### src/rtl/core/twil_pkg.sv
// Shared types, constants and the letter folding function for the trie word store.
`timescale 1ns / 1ps

package twil_pkg;

	localparam int DEF_MAX_NODES = 1024;
	localparam int LETTERS       = 26;
	localparam int LETTER_W      = $clog2(LETTERS);
	localparam int CHAR_W        = 8;
	localparam int NODES_USED_W  = 10;
	localparam int STATUS_W      = 2;
	localparam int OUT_DATA_W    = 16;

	localparam logic [CHAR_W-1:0] LOWER_A = 8'h61;
	localparam logic [CHAR_W-1:0] UPPER_A = 8'h41;

	// request kinds
	localparam logic REQ_INSERT = 1'b0;
	localparam logic REQ_LOOKUP = 1'b1;

	// result status codes
	localparam logic [STATUS_W-1:0] STAT_OK        = 2'd0;
	localparam logic [STATUS_W-1:0] STAT_BAD_CHAR  = 2'd1;
	localparam logic [STATUS_W-1:0] STAT_POOL_FULL = 2'd2;

	typedef struct packed {
		logic                ok;
		logic [LETTER_W-1:0] idx;
	} letter_t;

	typedef struct packed {
		logic [NODES_USED_W-1:0] nodes_used;
		logic [STATUS_W-1:0]     status;
		logic                    found;
	} result_t;

	// Fold A..Z onto a..z and return the letter index; non-letters give ok = 0, idx = 0.
	function automatic letter_t fold_letter(input logic [CHAR_W-1:0] c);
		letter_t r;
		r.ok  = 1'b0;
		r.idx = '0;
		if (c >= UPPER_A && c < UPPER_A + CHAR_W'(LETTERS)) begin
			r.ok  = 1'b1;
			r.idx = LETTER_W'(c - UPPER_A);
		end else if (c >= LOWER_A && c < LOWER_A + CHAR_W'(LETTERS)) begin
			r.ok  = 1'b1;
			r.idx = LETTER_W'(c - LOWER_A);
		end
		return r;
	endfunction

endpackage

### src/rtl/core/twil_ctrl.sv
// Per-character sequencer: cursor walk, node allocation, word state and result build.
`timescale 1ns / 1ps

module twil_ctrl import twil_pkg::*; #(
	parameter int MAX_NODES = DEF_MAX_NODES,
	parameter int NODE_W    = $clog2(MAX_NODES),
	parameter int LINK_AW   = $clog2(MAX_NODES * LETTERS)
) (
	input  logic               clk,
	input  logic               arst_n,
	input  logic               in_valid,
	output logic               in_ready,
	input  logic               in_req,
	input  logic [CHAR_W-1:0]  in_char,
	input  logic               in_last,
	input  logic               clear_done,
	output logic               link_re,
	output logic [LINK_AW-1:0] link_raddr,
	input  logic [NODE_W-1:0]  link_rdata,
	output logic               link_we,
	output logic [LINK_AW-1:0] link_waddr,
	output logic [NODE_W-1:0]  link_wdata,
	output logic               mark_re,
	output logic [NODE_W-1:0]  mark_raddr,
	input  logic               mark_rdata,
	output logic               mark_we,
	output logic [NODE_W-1:0]  mark_waddr,
	output logic               mark_wdata,
	input  logic               out_free,
	output logic               res_valid,
	output result_t            res
);

	localparam logic [1:0] S_IDLE = 2'd0;
	localparam logic [1:0] S_STEP = 2'd1;
	localparam logic [1:0] S_MARK = 2'd2;
	localparam logic [1:0] S_HOLD = 2'd3;

	logic [1:0]          state_q;
	logic [NODE_W-1:0]   cursor_q;
	logic [NODE_W-1:0]   cnt_q;
	logic                missed_q;
	logic [STATUS_W-1:0] err_q;

	// item captured at accept
	logic                req_s1;
	logic                last_s1;
	logic                ok_s1;
	logic [LINK_AW-1:0]  slot_s1;
	result_t             res_q;

	letter_t             letter;
	logic                accept;
	logic                active;
	logic                need_mark;
	logic [NODE_W-1:0]   new_node;
	logic [NODE_W-1:0]   cursor_d;
	logic [NODE_W-1:0]   cnt_d;
	logic                missed_d;
	logic [STATUS_W-1:0] err_d;
	result_t             res_d;

	assign letter     = fold_letter(in_char);
	assign in_ready   = (state_q == S_IDLE) && clear_done;
	assign accept     = in_valid && in_ready;
	assign link_re    = accept;
	assign link_raddr = LINK_AW'(cursor_q) * LINK_AW'(LETTERS) + LINK_AW'(letter.idx);
	assign active     = (err_q == STAT_OK) && !missed_q;
	assign new_node   = cnt_q + 1'b1;

	always_comb begin
		link_we    = 1'b0;
		link_waddr = slot_s1;
		link_wdata = new_node;
		mark_we    = 1'b0;
		mark_waddr = new_node;
		mark_wdata = last_s1;
		mark_re    = 1'b0;
		mark_raddr = link_rdata;
		need_mark  = 1'b0;
		cursor_d   = cursor_q;
		cnt_d      = cnt_q;
		missed_d   = missed_q;
		err_d      = err_q;
		if (state_q == S_STEP && active) begin
			priority if (!ok_s1) begin
				err_d = STAT_BAD_CHAR;
			end else if (link_rdata != '0) begin
				cursor_d = link_rdata;
				if (last_s1 && req_s1 == REQ_LOOKUP) begin
					mark_re   = 1'b1;
					need_mark = 1'b1;
				end else if (last_s1) begin
					mark_we    = 1'b1;
					mark_waddr = link_rdata;
					mark_wdata = 1'b1;
				end
			end else if (req_s1 == REQ_LOOKUP) begin
				missed_d = 1'b1;
			end else if (cnt_q == NODE_W'(MAX_NODES - 1)) begin
				err_d = STAT_POOL_FULL;
			end else begin
				// fresh node: link it, set its mark (1 only on a clean last insert)
				cnt_d    = new_node;
				cursor_d = new_node;
				link_we  = 1'b1;
				mark_we  = 1'b1;
			end
		end
	end

	always_comb begin
		res_d.found      = 1'b0;
		res_d.status     = err_d;
		res_d.nodes_used = NODES_USED_W'(cnt_d);
		res_valid        = 1'b0;
		res              = res_q;
		unique case (state_q)
			S_IDLE: begin
				res_valid = 1'b0;
			end
			S_STEP: begin
				res_valid = last_s1 && !need_mark && out_free;
				res       = res_d;
			end
			S_MARK: begin
				res_valid = out_free;
				res.found = mark_rdata;
			end
			S_HOLD: begin
				res_valid = out_free;
			end
			default: begin
				res_valid = 1'b0;
			end
		endcase
	end

	always_ff @(posedge clk or negedge arst_n) begin
		if (!arst_n) begin
			state_q  <= S_IDLE;
			cursor_q <= '0;
			cnt_q    <= '0;
			missed_q <= 1'b0;
			err_q    <= STAT_OK;
		end else begin
			unique case (state_q)
				S_IDLE: begin
					if (accept) begin
						state_q <= S_STEP;
					end
				end
				S_STEP: begin
					cnt_q <= cnt_d;
					if (last_s1) begin
						cursor_q <= '0;
						missed_q <= 1'b0;
						err_q    <= STAT_OK;
						if (need_mark) begin
							state_q <= S_MARK;
						end else if (out_free) begin
							state_q <= S_IDLE;
						end else begin
							state_q <= S_HOLD;
						end
					end else begin
						cursor_q <= cursor_d;
						missed_q <= missed_d;
						err_q    <= err_d;
						state_q  <= S_IDLE;
					end
				end
				S_MARK: begin
					state_q <= out_free ? S_IDLE : S_HOLD;
				end
				S_HOLD: begin
					if (out_free) begin
						state_q <= S_IDLE;
					end
				end
				default: begin
					state_q <= S_IDLE;
				end
			endcase
		end
	end

	always_ff @(posedge clk) begin
		if (accept) begin
			req_s1  <= in_req;
			last_s1 <= in_last;
			ok_s1   <= letter.ok;
			slot_s1 <= link_raddr;
		end
		if (state_q == S_STEP && last_s1) begin
			res_q <= res_d;
		end else if (state_q == S_MARK) begin
			res_q.found <= mark_rdata;
		end
	end

	// allocation bumps the pool count by exactly one
	a_alloc_count: assert property (@(posedge clk) disable iff (!arst_n)
		link_we |=> cnt_q == $past(cnt_q) + 1'b1)
		else $error("node count did not advance on allocation");

	// pool never reaches MAX_NODES (node 0 is the root)
	a_count_range: assert property (@(posedge clk) disable iff (!arst_n)
		32'(cnt_q) < MAX_NODES)
		else $error("node count out of range");

	// a result is only issued when the output register can take it
	a_no_overwrite: assert property (@(posedge clk) disable iff (!arst_n)
		res_valid |-> out_free)
		else $error("result issued while output register busy");

	// every word ends with the cursor back at the root
	a_cursor_root: assert property (@(posedge clk) disable iff (!arst_n)
		res_valid |=> cursor_q == '0 && err_q == STAT_OK && !missed_q)
		else $error("word state not cleared after result");

endmodule

### config.mk
export PLATFORM = sky130hd
export DESIGN_NAME = twil_ctrl
export DESIGN_NICKNAME = d
export VERILOG_FILES = /design/src/rtl/core/twil_pkg.sv /design/src/rtl/core/twil_ctrl.sv
export SDC_FILE = /design/constraint.sdc
export NUM_CORES = 1
export LEC_CHECK = 0
export BUFFER_PORTS_ARGS = -buffer_cell sky130_fd_sc_hd__buf_2
export CAP_MARGIN = 10
export CORE_ASPECT_RATIO = 2
export CORE_UTILIZATION = 35
export CTS_BUF_LIST = sky130_fd_sc_hd__clkbuf_8 sky130_fd_sc_hd__clkbuf_16
export DETAILED_ROUTE_END_ITERATION = 12
export MAX_ROUTING_LAYER = met4
export PLACE_DENSITY = 0.56
export SYNTH_ARGS = -nofsm -noshare
export SYNTH_HDL_FRONTEND = slang
export SYNTH_SLANG_ARGS = --single-unit
### constraint.sdc
create_clock -name clk -period 3.9 [get_ports clk]
set_input_delay 0.195 -clock clk [delete_from_list [all_inputs] [get_ports clk]]
set_output_delay 0.195 -clock clk [all_outputs]
set_load 0.02 [all_outputs]
==> results of run 1 <==
==> logic make-up (layout without fill, tap and decap cells) <==
group | after synthesis | count (layout) | share of synthesized area
AND/OR/NAND/NOR | 102 | 102 | 0.147
buffers and inverters | 70 | 174 | 0.0777
AO/OA/AOI/OAI | 69 | 69 | 0.109
flip-flops | 56 | 56 | 0.357
adder cells (fa/ha/maj) | 45 | 45 | 0.144
XOR/XNOR | 41 | 41 | 0.0977
multiplexers | 24 | 24 | 0.0679
==> registers in the layout, indices dropped and copies added (netlist names), 2 cells and up <==
signal / cells
link_waddr: 15
res_q: 13
cnt_q: 10
cursor_q: 10
err_q: 2
state_q: 2
==> repair_timing <==
| action | 4_1_cts | 5_1_grt |
|---|---|---|
| gates resized for setup | 13 | 17 |
| buffers inserted | 0 | 12 |
| pin swaps | 3 | 10 |
| hold buffers | 1 | 0 |
| setup endpoints to repair | 3 | 3 |
| endpoints found under the hold margin | 25 | 0 |
| cloned | 0 | 0 |
==> metrics by stage <==
stage / hold slack (ns) / instance area, um2 / total power (uW)
CTS: 0.0542 / 5130 / 4920
global route: 0.0545 / 5310 / 5530
finish: 0.0657 / 5310 / 5110
detailed placement: 0.237 / 4900 / 4260
global placement: 0.235 / 4900 / 4190
floorplan: -0.101 / 4330 / 3440
==> critical path, stage by stage, from the launching register on <==
cell	delay [ns]
sky130_fd_sc_hd__dfrtp_1	0.46
sky130_fd_sc_hd__ha_1	0.31
sky130_fd_sc_hd__inv_1	0.05
sky130_fd_sc_hd__fa_1	0.49
sky130_fd_sc_hd__inv_1	0.06
sky130_fd_sc_hd__ha_4	0.26
sky130_fd_sc_hd__and3_1	0.18
sky130_fd_sc_hd__a22oi_2	0.21
sky130_fd_sc_hd__mux2_2	0.38
sky130_fd_sc_hd__or2_4	0.26
sky130_fd_sc_hd__nor4_4	0.27
sky130_fd_sc_hd__xnor2_1	0.17
sky130_fd_sc_hd__buf_4	0.18
==> final cells by class <==
type / count / area, um2
Timing Repair Buffer: 121 / 656
Fill cell: 1234 / 6820
Clock inverter: 3 / 27.5
Inverter: 45 / 171
Multi-Input combinational cell: 281 / 2590
Clock buffer: 5 / 125
Tap cell: 147 / 184
Sequential cell: 56 / 1550
==> metal layers <==
layer | GRT usage | vias to the layer above | part of all wire
met5 | - | - | 0
met4 | 0.0690 | 0 | 0.025
met3 | 0.0172 | 14 | 0.029
met2 | 0.326 | 78 | 0.60
met1 | 0.144 | 1601 | 0.35
li1 | - | 1622 | -
==> cells in the final DEF, fill, tap and decap left out, types with 7 or more instances in the layout <==
cell                       synthesis  layout
sky130_fd_sc_hd__a21oi_1          22      22
sky130_fd_sc_hd__buf_2             5     102
sky130_fd_sc_hd__buf_4            11      18
sky130_fd_sc_hd__dfrtp_1          25      22
sky130_fd_sc_hd__edfxtp_1         30      30
sky130_fd_sc_hd__fa_1              8       7
sky130_fd_sc_hd__ha_1             37      30
sky130_fd_sc_hd__inv_1            44      44
sky130_fd_sc_hd__mux2_2           15      15
sky130_fd_sc_hd__mux2_4            7       7
sky130_fd_sc_hd__nand2_1          15      15
sky130_fd_sc_hd__nand2_4           7       7
sky130_fd_sc_hd__nand3_1           9       8
sky130_fd_sc_hd__nor2_1           28      28
sky130_fd_sc_hd__o31ai_1          10      10
sky130_fd_sc_hd__xnor2_1          24      24
sky130_fd_sc_hd__xor2_1           10       9
==> power by group through the flow <==
stage	combinational [uW]	clock, uW	sequential [uW]
after detailed placement	3260	0	996
after floorplan	2420	0	1020
after CTS	3440	496	986
after global routing	4010	512	1000
final	3660	475	981
after global placement	3210	0	985
==> worst paths after layout <==
check / to / from / depth (start not counted) / slack, ns
hold reg to reg: res_q[0] / res_q[0] / 2 / 0.50
setup / recovery: link_raddr[13] / cursor_q[2] / 12 / 0.13
max in group asynchronous: cursor_q[1] / arst_n / 2 / 3.03
setup reg to reg: link_waddr[13] / cursor_q[2] / 12 / 0.48
hold / removal: last_s1 / in_last / 1 / 0.07
min in group asynchronous: cnt_q[1] / arst_n / 2 / 0.43
==> impl.org, run 1 <==
** Clocking
- The tree is rooted in a sky130_fd_sc_hd__clkbuf_16.
- Clock network latency to the later pin of the worst-skew pair :: 0.30 ns
- Clock tree synthesis found a total of 56 sinks.
- The H-tree was split into 2 levels.
- TritonCTS built the clock tree.
- In this run the deepest clock path goes through 2 buffers.
- Cts bufs inserted :: 5
- After clock tree synthesis, the clock-pin slew on the worst setup and hold paths is approximately 0.08 ns.

** Critical path
- The worst setup path is launched from a register.
- Type of destination of the critical path :: output port
- Classification of the worst setup path :: reg2out
- Data arrival at the endpoint of the critical path :: between 3 and 4 ns
- For the worst setup path, the data required time is 3.70 ns.
- In this run the worst path has a maximum fanout of 5.

** Layout
- Measured on the finished design, the core utilization comes to 0.438.
- Non-filler instance count after layout :: 658
- Share of final-layout standard cells stronger than drive strength 1 :: 0.395
- Inserted Diodes :: 0
- Area growth, synth to finish :: 22.6%
- Final Net Count :: 581

** Global route
- Entering global routing, the biggest net connects 26 pins.
- The via count of the first global-routing pass was 3311.
- Antenna violations before repair :: 0
- The first global-routing pass estimated roughly 16 mm of wire.
- In the global route stage, overall resource usage came out at 0.163.
- For this run the aggregate overflow at the end of global routing stands at 0.

** Placement
- DP Worst Slack :: 0.172 ns
- In this run, placement finished with an instance count of about 640.
- Post-DP HPWL :: 7.70 mm
- Gpl congestion :: 0.864
- Number of input and output port buffers inserted :: 104

** STA
- Maximum achievable frequency :: ~260 MHz
- Number of slew-limit violations in the final report :: 0
- Final setup viols :: 0
- Summed over all failing endpoints, the final setup total negative slack is 0 ns.
- At the pin with the least slew margin, the transition time is 0.940 ns.
- Final critical-path required period :: 3.77 ns
- The number of hold violations in the final report came to 0.
- Final setup margin :: 0.125 ns
- The worst pin sits at a relative slew slack of 0.373.
- Unrepaired setup endpoints after global routing :: true
- Final Cycle Share :: 0.968
- Between clock sinks in the finished design, the worst skew comes to 0.00824 ns.

** Logic synthesis
- Average size of a mapped cell :: 10.6 um2
- Library cell with the highest instance count after synthesis :: sky130_fd_sc_hd__inv_1
- The cell count after synthesis came out at around 410.
- Top_reg_cell synth :: sky130_fd_sc_hd__edfxtp_1
- Main area contributors after synthesis :: sky130_fd_sc_hd__edfxtp_1 21%, sky130_fd_sc_hd__dfrtp_1 14%, sky130_fd_sc_hd__ha_1 11%, sky130_fd_sc_hd__xnor2_1 4.9%, sky130_fd_sc_hd__mux2_2 3.9%
- In this run, synthesis produced a sequential element count of 56.
- Commonest cells post-synth :: 44 x sky130_fd_sc_hd__inv_1, 37 x sky130_fd_sc_hd__ha_1, 30 x sky130_fd_sc_hd__edfxtp_1
- Post-synth cell types :: 67
- Number of synthesized flops with an enable pin :: 30
- Top-area cell type share of the netlist area :: 0.208
- The Yosys step of the flow raised 0 warnings.
- Synth Net Count :: between 400 and 500
- Portion of the post-synthesis area used by sequential elements :: 0.357
- sky130_fd_sc_hd__edfxtp_1 takes more of the synthesized area than any other cell.
- Netlist area before placement :: 4330 um2
- After synthesis, the share of flip-flops with an asynchronous set or reset is 0.446.

** Power
- Internal power :: 2630 uW
- Relative contribution of sequential cells to total power :: 0.192
- Leakage component of the power :: 0.00271 uW
- Summed over all nets, the switching power comes to 2490 uW.
- The share of total power dissipated in the clock network is 0.093.
- Worst supply voltage drop on vdd :: between 600 and 700 uV
- Share of power burned in combinational logic :: 0.715
- Of the total power, the share spent switching nets is 0.486.
- Dividing total power by cell area gives a power density of roughly 960 nW/um2.

** Worst hold path
- The worst hold path belongs to the class in2reg.

** Die
- From bottom edge to top edge, the die measures 159 um.
- Number of primary I/O pins :: 106
- Die ar. :: 12800 um2
- For this configuration, the core starts out at a cell density of 0.357.
- Cell Rows :: 57
- The total area inside the core boundary comes to 12100 um2.
- Die Wd :: 80.6 um

** Routing
- For this block, the routed nets add up to 9.86 mm of wire.
- Dividing the detail-routed wire length by the instance count gives about 15 um.
- The count of nets left with antenna violations once routing finished came out at 0.
- For this run, the detailed router's first-pass iteration total came to 4.
- After the first detailed-routing iteration, the DRC count stood at 69.
- Number of vias in the routed layout :: ~3300
- Using the TritonRoute via totals, the vias-per-cell ratio works out to 5.04.
- In the routed design, unresolved DRC markers number 0.

** Outcome
- The flow ran to the end, and the final reports show no timing, DRC or antenna violations.

** Run
- Number of max-cap violations :: 0
No activity file was read; power rests on OpenSTA's default activity.
==> run 2: changes to the inputs <==
- CORE_ASPECT_RATIO: 2 -> default
- SETUP_SLACK_MARGIN: default -> 0.3
==> run 2 against run 1 <==
Hold slack gained 0.0097 ns; register-to-register slack improved by 0.04 ns; die area shrank 0.21%; sequential cell count unchanged; fmax up 0.56%; final cell count is 0.76% higher.
==> impl.org, run 2 (synthesized netlist as in run 1, its figures left out) <==
** Outcome
- Outcome :: finished, final reports clean

** Power
- Power per Cell Area :: 1010 nW/um2 (+4.8%)
- The switching power came to 2590 uW (+4.3%).
- The part of the power in registers was 0.177 (-0.015).
- The clock power share is 0.083 (-0.010).
- The leakage power was 0.00276 uW (+2.1%).
- The cell internal power dissipation is 2890 uW (+9.9%).
- The logic gate share of total power was 0.740 (+0.025).
- Switching fraction of total power :: 0.473 (-0.0131)
- The worst voltage drop across the vdd grid came to 422 uV (-39%).

** Global route
- Via count of the first global-routing pass :: 3303 (-0.24%)
- The initial antenna violation count was 0 (unchanged).
- The total global-route track usage came to 0.162 (-0.000910).
- Congestion Overflow GR :: 0 (unchanged)
- The first-pass GRT wire length was 16.0 mm (+2.8%).
- The largest net degree at the start of global routing came to 26 (unchanged).

** Clocking
- Clock sinks :: 56 (unchanged)
- The worst-case clock buffer depth came to 2 (unchanged).
- The tree is rooted in a sky130_fd_sc_hd__clkbuf_16.
- Cts bufs inserted :: 5 (unchanged)
- CTS tree :: done
- H-tree depth reported by CTS :: 2 (unchanged)
- Clock transition at the register clock pins on the worst setup and hold paths after CTS :: 0.07 ns (about the same)
- Clock network latency to the later pin of the worst-skew pair :: 0.30 ns (about the same)

** Routing
- The number of vias per cell was 4.89 (-3.0%).
- Number of nets with antenna violations after detailed routing :: 0 (unchanged)
- The DRC violation total after the first TritonRoute iteration was 98 (+42%).
- Number of vias in the routed layout :: 3239 (-2.3%)
- Total routed wirelength :: 9.42 mm (-4.5%)
- Final routed wire length divided by cell count :: 14.2 um (-5.2%)
- DRC Markers :: 0 (unchanged)
- Number of detailed-route iterations in the first pass :: 4 (unchanged)

** Critical path
- Classification of the worst setup path :: reg2out
- The data required time at the worst endpoint was 3.70 ns (about the same).
- Critical Path Start Type :: register
- Data arrival at the endpoint of the critical path :: 3.56 ns (-0.02 ns)
- The maximum fanout along the worst path is 6 (+1).
- Type of destination of the critical path :: output port

** STA
- Final count of hold timing violations :: 0 (unchanged)
- The clock skew came to 0.00573 ns (-0.00251 ns).
- Setup repair after global routing could not meet its margin everywhere.
- Final critical-path required period :: 3.75 ns (-0.0212 ns)
- Worst-margin pin slew :: 0.961 ns (+0.0207 ns)
- The number of slew-limit violations in the final report is 0 (unchanged).
- The fmax is 266 MHz (+0.56%).
- Normalized max-slew margin :: 0.359 (-0.0138)
- Final setup viols :: 0 (unchanged)
- Final Cycle Share :: 0.962 (-0.00543)
- Final setup margin :: 0.146 ns (+0.0212 ns)

** Die
- The die area came to 12800 um2 (-0.21%).
- The placement row count came to 40 (-30%).
- Initial Util :: 0.360 (+0.00335)
- The top-level port count is 106 (unchanged).
- The horizontal die dimension came to 113 um (+40%).
- Standard cell core area :: 12000 um2 (-0.93%)
- The die boundary height was 113 um (-29%).

** Layout
- Flip-flop count of the largest register, all copies and words added :: 15 (unchanged)
- Share of final-layout standard cells stronger than drive strength 1 :: 0.417 (+0.0214)
- The area growth from synthesis to layout is 25.3%.
- Number of filler instances in the final layout :: 1132 (-8.3%)
- Non-filler instance count after layout :: 663 (+0.76%)
- Leaving out fill and tap cells, the most frequent cells in the layout are 100 x sky130_fd_sc_hd__buf_2, 40 x sky130_fd_sc_hd__inv_1, 30 x sky130_fd_sc_hd__edfxtp_1, 29 x sky130_fd_sc_hd__ha_1, 28 x sky130_fd_sc_hd__nor2_1.
- Inserted Diodes :: 0 (unchanged)
- Final core area utilization :: 0.452 (+0.0140)
- The library cell used most frequently in the layout, excluding fill and tap cells, is sky130_fd_sc_hd__buf_2.
- The layout net count was 586 (+0.86%).
- The final instance area is 5430 um2 (+2.2%).

** Run
- The max-cap check violation count is 0 (unchanged).

** Placement
- Gpl congestion :: 0.819 (-5.2%)
- The placed instance count is 637 (unchanged).
- Number of input and output port buffers inserted :: 104 (unchanged)
- The pre-CTS setup slack is 0.172 ns (+0.000387 ns).
- The detailed placement HPWL came to 7.10 mm (-7.9%).
- The cell area reported after detailed placement is 4900 um2 (unchanged).

** Worst hold path
- Kind of path behind the tightest hold check :: in2reg
[run 2: worst max-delay path, cell delays in order, from the launching register on]
cell                      delay, ns
sky130_fd_sc_hd__dfrtp_1       0.44
sky130_fd_sc_hd__ha_4          0.29
sky130_fd_sc_hd__inv_2         0.03
sky130_fd_sc_hd__fa_1          0.48
sky130_fd_sc_hd__inv_2         0.05
sky130_fd_sc_hd__ha_4          0.23
sky130_fd_sc_hd__a21o_1        0.22
sky130_fd_sc_hd__a22oi_2       0.26
sky130_fd_sc_hd__mux2_4        0.34
sky130_fd_sc_hd__nor4b_4       0.29
sky130_fd_sc_hd__nor4b_4       0.29
sky130_fd_sc_hd__xor2_2        0.20
sky130_fd_sc_hd__buf_6         0.14
[run 2: cell type report]
cell class | instances | area (um2) | share of cell area
Clock buffer | 5 | 125 | 0.0231
Clock inverter | 3 | 20.0 | 0.00369
Tap cell | 147 | 184 | 0.0339
Timing Repair Buffer | 126 | 702 | 0.129
Sequential cell | 56 | 1550 | 0.285
Multi-Input combinational cell | 281 | 2680 | 0.493
Inverter | 45 | 171 | 0.0316
[run 2: final timing paths]
check	from	to	slack (ns)	cells past startpoint
worst max register to register	cursor_q[3]	link_waddr[13]	0.52	12
worst min-delay path	in_last	last_s1	0.08	1
min in group asynchronous	arst_n	cnt_q[5]	0.43	2
worst max-delay path	cursor_q[3]	link_raddr[14]	0.15	12
worst min register to register	res_q[0]	res_q[0]	0.50	2
max in group asynchronous	arst_n	cursor_q[1]	3.03	2
[run 2: metal layers]
metal	vias to the layer above	global-route usage	share of wire
li1	1631	-	-
met1	1539	0.182	0.44
met2	62	0.302	0.52
met3	7	0.0252	0.032
met4	0	0.0360	0.0085
met5	-	-	0
[run 2: timing repair]
action,in CTS,in global routing
hold endpoints to repair,25,0
hold buffers,1,0
setup buffers,13,4
pin swaps,22,5
endpoints found under the setup margin,6,6
resized for setup,39,11
[run 2: through the flow]
step           total power (uW)  setup TNS [ns]  hold slack (ns)
6_report                   5480               0           0.0754
3_3_place_gp               4150               0            0.233
4_1_cts                    5320               0           0.0645
2_1_floorplan              3440               0           -0.101
3_5_place_dp               4200               0            0.248
5_1_grt                    5960         -0.0250           0.0689
[run 2: power by group through the flow]
| stage | Sequential [uW] | Combinational (uW) | Clock (uW) |
|---|---|---|---|
| after global placement | 989 | 3160 | 0 |
| after global routing | 992 | 4480 | 492 |
| after detailed placement | 997 | 3200 | 0 |
| final | 971 | 4060 | 455 |
| after CTS | 972 | 3880 | 471 |
| after floorplan | 1020 | 2420 | 0 |
==> run 3: changes to the inputs <==
- PLACE_DENSITY: 0.56 -> default
==> run 3 against run 2 <==
Critical path depth did not move; register-to-register slack improved by 0.02 ns; final cell count rose by 0.75%; total power rose by 1.7%; combinational power rose by 2%; routed wire length rose by 3.9%; hold slack improved by 0.0076 ns; setup slack improved by 0.044 ns; via count rose by 2.8%; clock skew rose by 0.0021 ns; die area did not move; sequential power barely moved; largest power group unchanged.
==> impl.org, run 3 (synthesized netlist as in run 1, its figures left out) <==
** Outcome
- The flow ran to the end, and the final reports show no timing, DRC or antenna violations.

** Clocking
- Root Driver :: sky130_fd_sc_hd__clkbuf_16
- Cts bufs inserted :: 5 (unchanged)
- Clock sinks :: 56 (unchanged)
- H-tree depth reported by CTS :: 2 (unchanged)
- CTS tree :: done
- Bufs on Longest Clock Path :: 2 (unchanged)
- The post-CTS clock slew at the launch and capture registers of the worst setup and hold paths was 0.07 ns (about the same).
- The clock latency of the later-clocked register in the worst-skew pair is 0.30 ns (about the same).

** Layout
- Total area of multi-input combinational cells :: 2700 um2 (+0.89%)
- Non-filler instance count after layout :: 668 (+0.75%)
- Inserted Diodes :: 0 (unchanged)
- Total area of sequential cells :: 1550 um2 (unchanged)
- The fraction of layout instances using a drive strength above 1 was 0.428 (+0.0114).
- Compared with the post-synthesis result, the final layout area differs by 26.7%.
- The library cell used most frequently in the layout, excluding fill and tap cells, is sky130_fd_sc_hd__buf_2.
- The number of filler instances in the final layout is 1128 (-0.35%).
- The flip-flop count of the largest register after layout is 15 (unchanged).
- In the layout the commonest cells are 101 x sky130_fd_sc_hd__buf_2, 41 x sky130_fd_sc_hd__inv_1, 30 x sky130_fd_sc_hd__edfxtp_1, 28 x sky130_fd_sc_hd__nor2_1, 28 x sky130_fd_sc_hd__buf_4.
- The layout net count came to 591 (+0.85%).

** Die
- The placement row count was 40 (unchanged).
- The horizontal die dimension came to 113 um (unchanged).
- The top-level port count was 106 (unchanged).
- The initial cell density of the core came to 0.360 (unchanged).
- Die ar. :: 12800 um2 (unchanged)
- Vertical die dimension :: 113 um (unchanged)
- Standard cell core area :: 12000 um2 (unchanged)

** Worst hold path
- Count of cells along the worst hold path :: 1 (unchanged)
- Hold Crit Endpoint :: last_s1
- Kind of path behind the tightest hold check :: in2reg
- Origin of the worst min-delay path :: in_last

** Routing
- The final routed wirelength across all metal layers was 9.78 mm (+3.9%).
- Number of nets with antenna violations after detailed routing :: 0 (unchanged)
- The count of TritonRoute iterations in the first routing pass was 4 (unchanged).
- The DRC violation total after the first TritonRoute iteration was 92 (-6.1%).
- The number of vias per cell was 4.99 (+2.0%).
- Number of vias in the routed layout :: 3330 (+2.8%)
- The detailed-route DRC error count was 0 (unchanged).
- Final routed wire length divided by cell count :: 14.6 um (+3.1%)

** STA
- Final setup margin :: 0.190 ns (+0.0438 ns)
- The final setup violation count was 0 (unchanged).
- Number of slew-limit violations in the final report :: 0 (unchanged)
- Worst-margin pin slew :: 0.920 ns (-0.0415 ns)
- Final Cycle Share :: 0.951 (-0.0112)
- The aggregate negative setup slack was 0 ns (unchanged).
- The tightest slew margin relative to the limit came to 0.387 (+0.0277).
- Min Hold Slack :: 0.0830 ns (+0.00759 ns)
- The clock skew came to 0.00778 ns (+0.00205 ns).
- Unrepaired setup endpoints after global routing :: true
- The time the final worst path needs with I/O delays and setup was 3.71 ns (-0.0438 ns).
- The fmax was 270 MHz (+1.2%).
- The number of hold violations in the final report was 0 (unchanged).

** Run
- The max-cap check violation count came to 0 (unchanged).

** Global route
- The first-pass GRT wire length is 16.1 mm (+0.34%).
- The total global-route track usage is 0.162 (about the same).
- The via count of the first global-routing pass is 3408 (+3.2%).
- The largest net degree at the start of global routing came to 26 (unchanged).
- The initial antenna violation count is 0 (unchanged).
- The remaining global-route overflow is 0 (unchanged).

** Placement
- The placed instance count is 637 (unchanged).
- The pre-CTS setup slack is 0.195 ns (+0.0226 ns).
- The detailed placement HPWL was 7.24 mm (+2.0%).
- The number of buffers inserted by port buffering came to 104 (unchanged).
- Gpl congestion :: 0.800 (-2.3%)

** Critical path
- Delay contributed by the slowest stage of the critical path :: 0.48 ns (about the same)
- The sum of buffers and inverters on the critical path came to 3 (unchanged).
- The worst register-to-register path begins at cursor_q[4].
- The data required time at the worst endpoint came to 3.70 ns (about the same).
- Gate family responsible for the most delay along the worst path :: adder cells
- Endpoint of the lowest-slack register-to-register path :: link_waddr[13]
- The path depth of the worst reg2reg path came to 12 (unchanged).
- STA classifies the critical path endpoint as an output port.
- Data arrival at the endpoint of the critical path :: 3.51 ns (-0.05 ns)
- Launch point of the worst path :: cursor_q[4]
- For this design, the slowest cell found on the critical path is sky130_fd_sc_hd__fa_1.
- Crit Path Max Fanout :: 6 (unchanged)
- The slack of the worst reg-to-reg path was 0.54 ns (+0.02 ns).
- Classification of the worst setup path :: reg2out
- The worst setup path is launched from a register.
- The signal on the critical path passes through ha_4 > inv_2 > fa_1 > inv_2 > ha_4 > a21o_4 > a22oi_2 > mux2_4 > or2_4 > nor4_4 > xnor2_1 > buf_4.

** Power
- Worst supply voltage drop on vdd :: 475 uV (+13%)
- Power per Cell Area :: 1020 nW/um2 (+0.60%)
- The leakage power is 0.00278 uW (+0.67%).
==> run 3: where the power goes <==
group	switching, uW	total (uW)	internal (uW)
Sequential	96.9	974	877
Combinational	2340	4140	1810
Clock	219	457	238
Total	2650	5570	2920
==> run 3: worst max path at each step <==
stage	cells after the start	endpoint	slack [ns]
after CTS	12	link_raddr[14]	0.22
after floorplan	11	link_waddr[13]	0.39
after global placement	12	link_raddr[13]	0.23
after global routing	12	link_raddr[13]	0.05
final	12	link_raddr[13]	0.19
after detailed placement	12	link_raddr[13]	0.20
==> run 3: worst reg2reg max path, cell delays in order (launching register included) <==
cell and delay [ns]:
sky130_fd_sc_hd__dfrtp_2 0.44, sky130_fd_sc_hd__ha_4 0.27, sky130_fd_sc_hd__inv_2 0.03, sky130_fd_sc_hd__fa_1 0.48, sky130_fd_sc_hd__inv_2 0.05, sky130_fd_sc_hd__ha_4 0.23
sky130_fd_sc_hd__a21o_4 0.24, sky130_fd_sc_hd__a22oi_2 0.24, sky130_fd_sc_hd__mux2_4 0.34, sky130_fd_sc_hd__or2_4 0.27, sky130_fd_sc_hd__nor4_4 0.25, sky130_fd_sc_hd__xnor2_1 0.13
sky130_fd_sc_hd__buf_4 0.15
==> run 3: final cells by class <==
cell class                 instances  share of cell area
clock buffer                       5              0.0228
clock inverter                     3             0.00365
inverter                          45              0.0312
multi-input combinational        281               0.492
sequential                        56               0.282
tap                              147              0.0335
timing repair buffer             131               0.134
==> run 3: what timing repair did <==
| item | CTS | global route |
|---|---|---|
| setup endpoints to repair | 6 | 6 |
| pin swaps | 24 | 9 |
| gates resized for setup | 41 | 10 |
| buffers inserted | 19 | 3 |
| endpoints found under the hold margin | 25 | 0 |
| hold buffers | 1 | 0 |
==> run 3: through the flow <==
stage | utilization | total power (uW) | area (um2)
after floorplan | - | 3440 | 4330
after detailed placement | 0.408 | 4210 | 4900
final | 0.457 | 5570 | 5490
after CTS | 0.451 | 5420 | 5410
after global placement | 0.408 | 4140 | 4900
after global routing | 0.457 | 6050 | 5490
==> run 3: metal layers <==
metal	part of all wire	routed length, um	GRT usage	vias to the layer above
met5	0	0	-	-
li1	-	-	-	1638
met3	0.042	411	0.0273	8
met4	0.0080	78	0.0351	0
met1	0.41	4030	0.179	1609
met2	0.54	5260	0.304	75
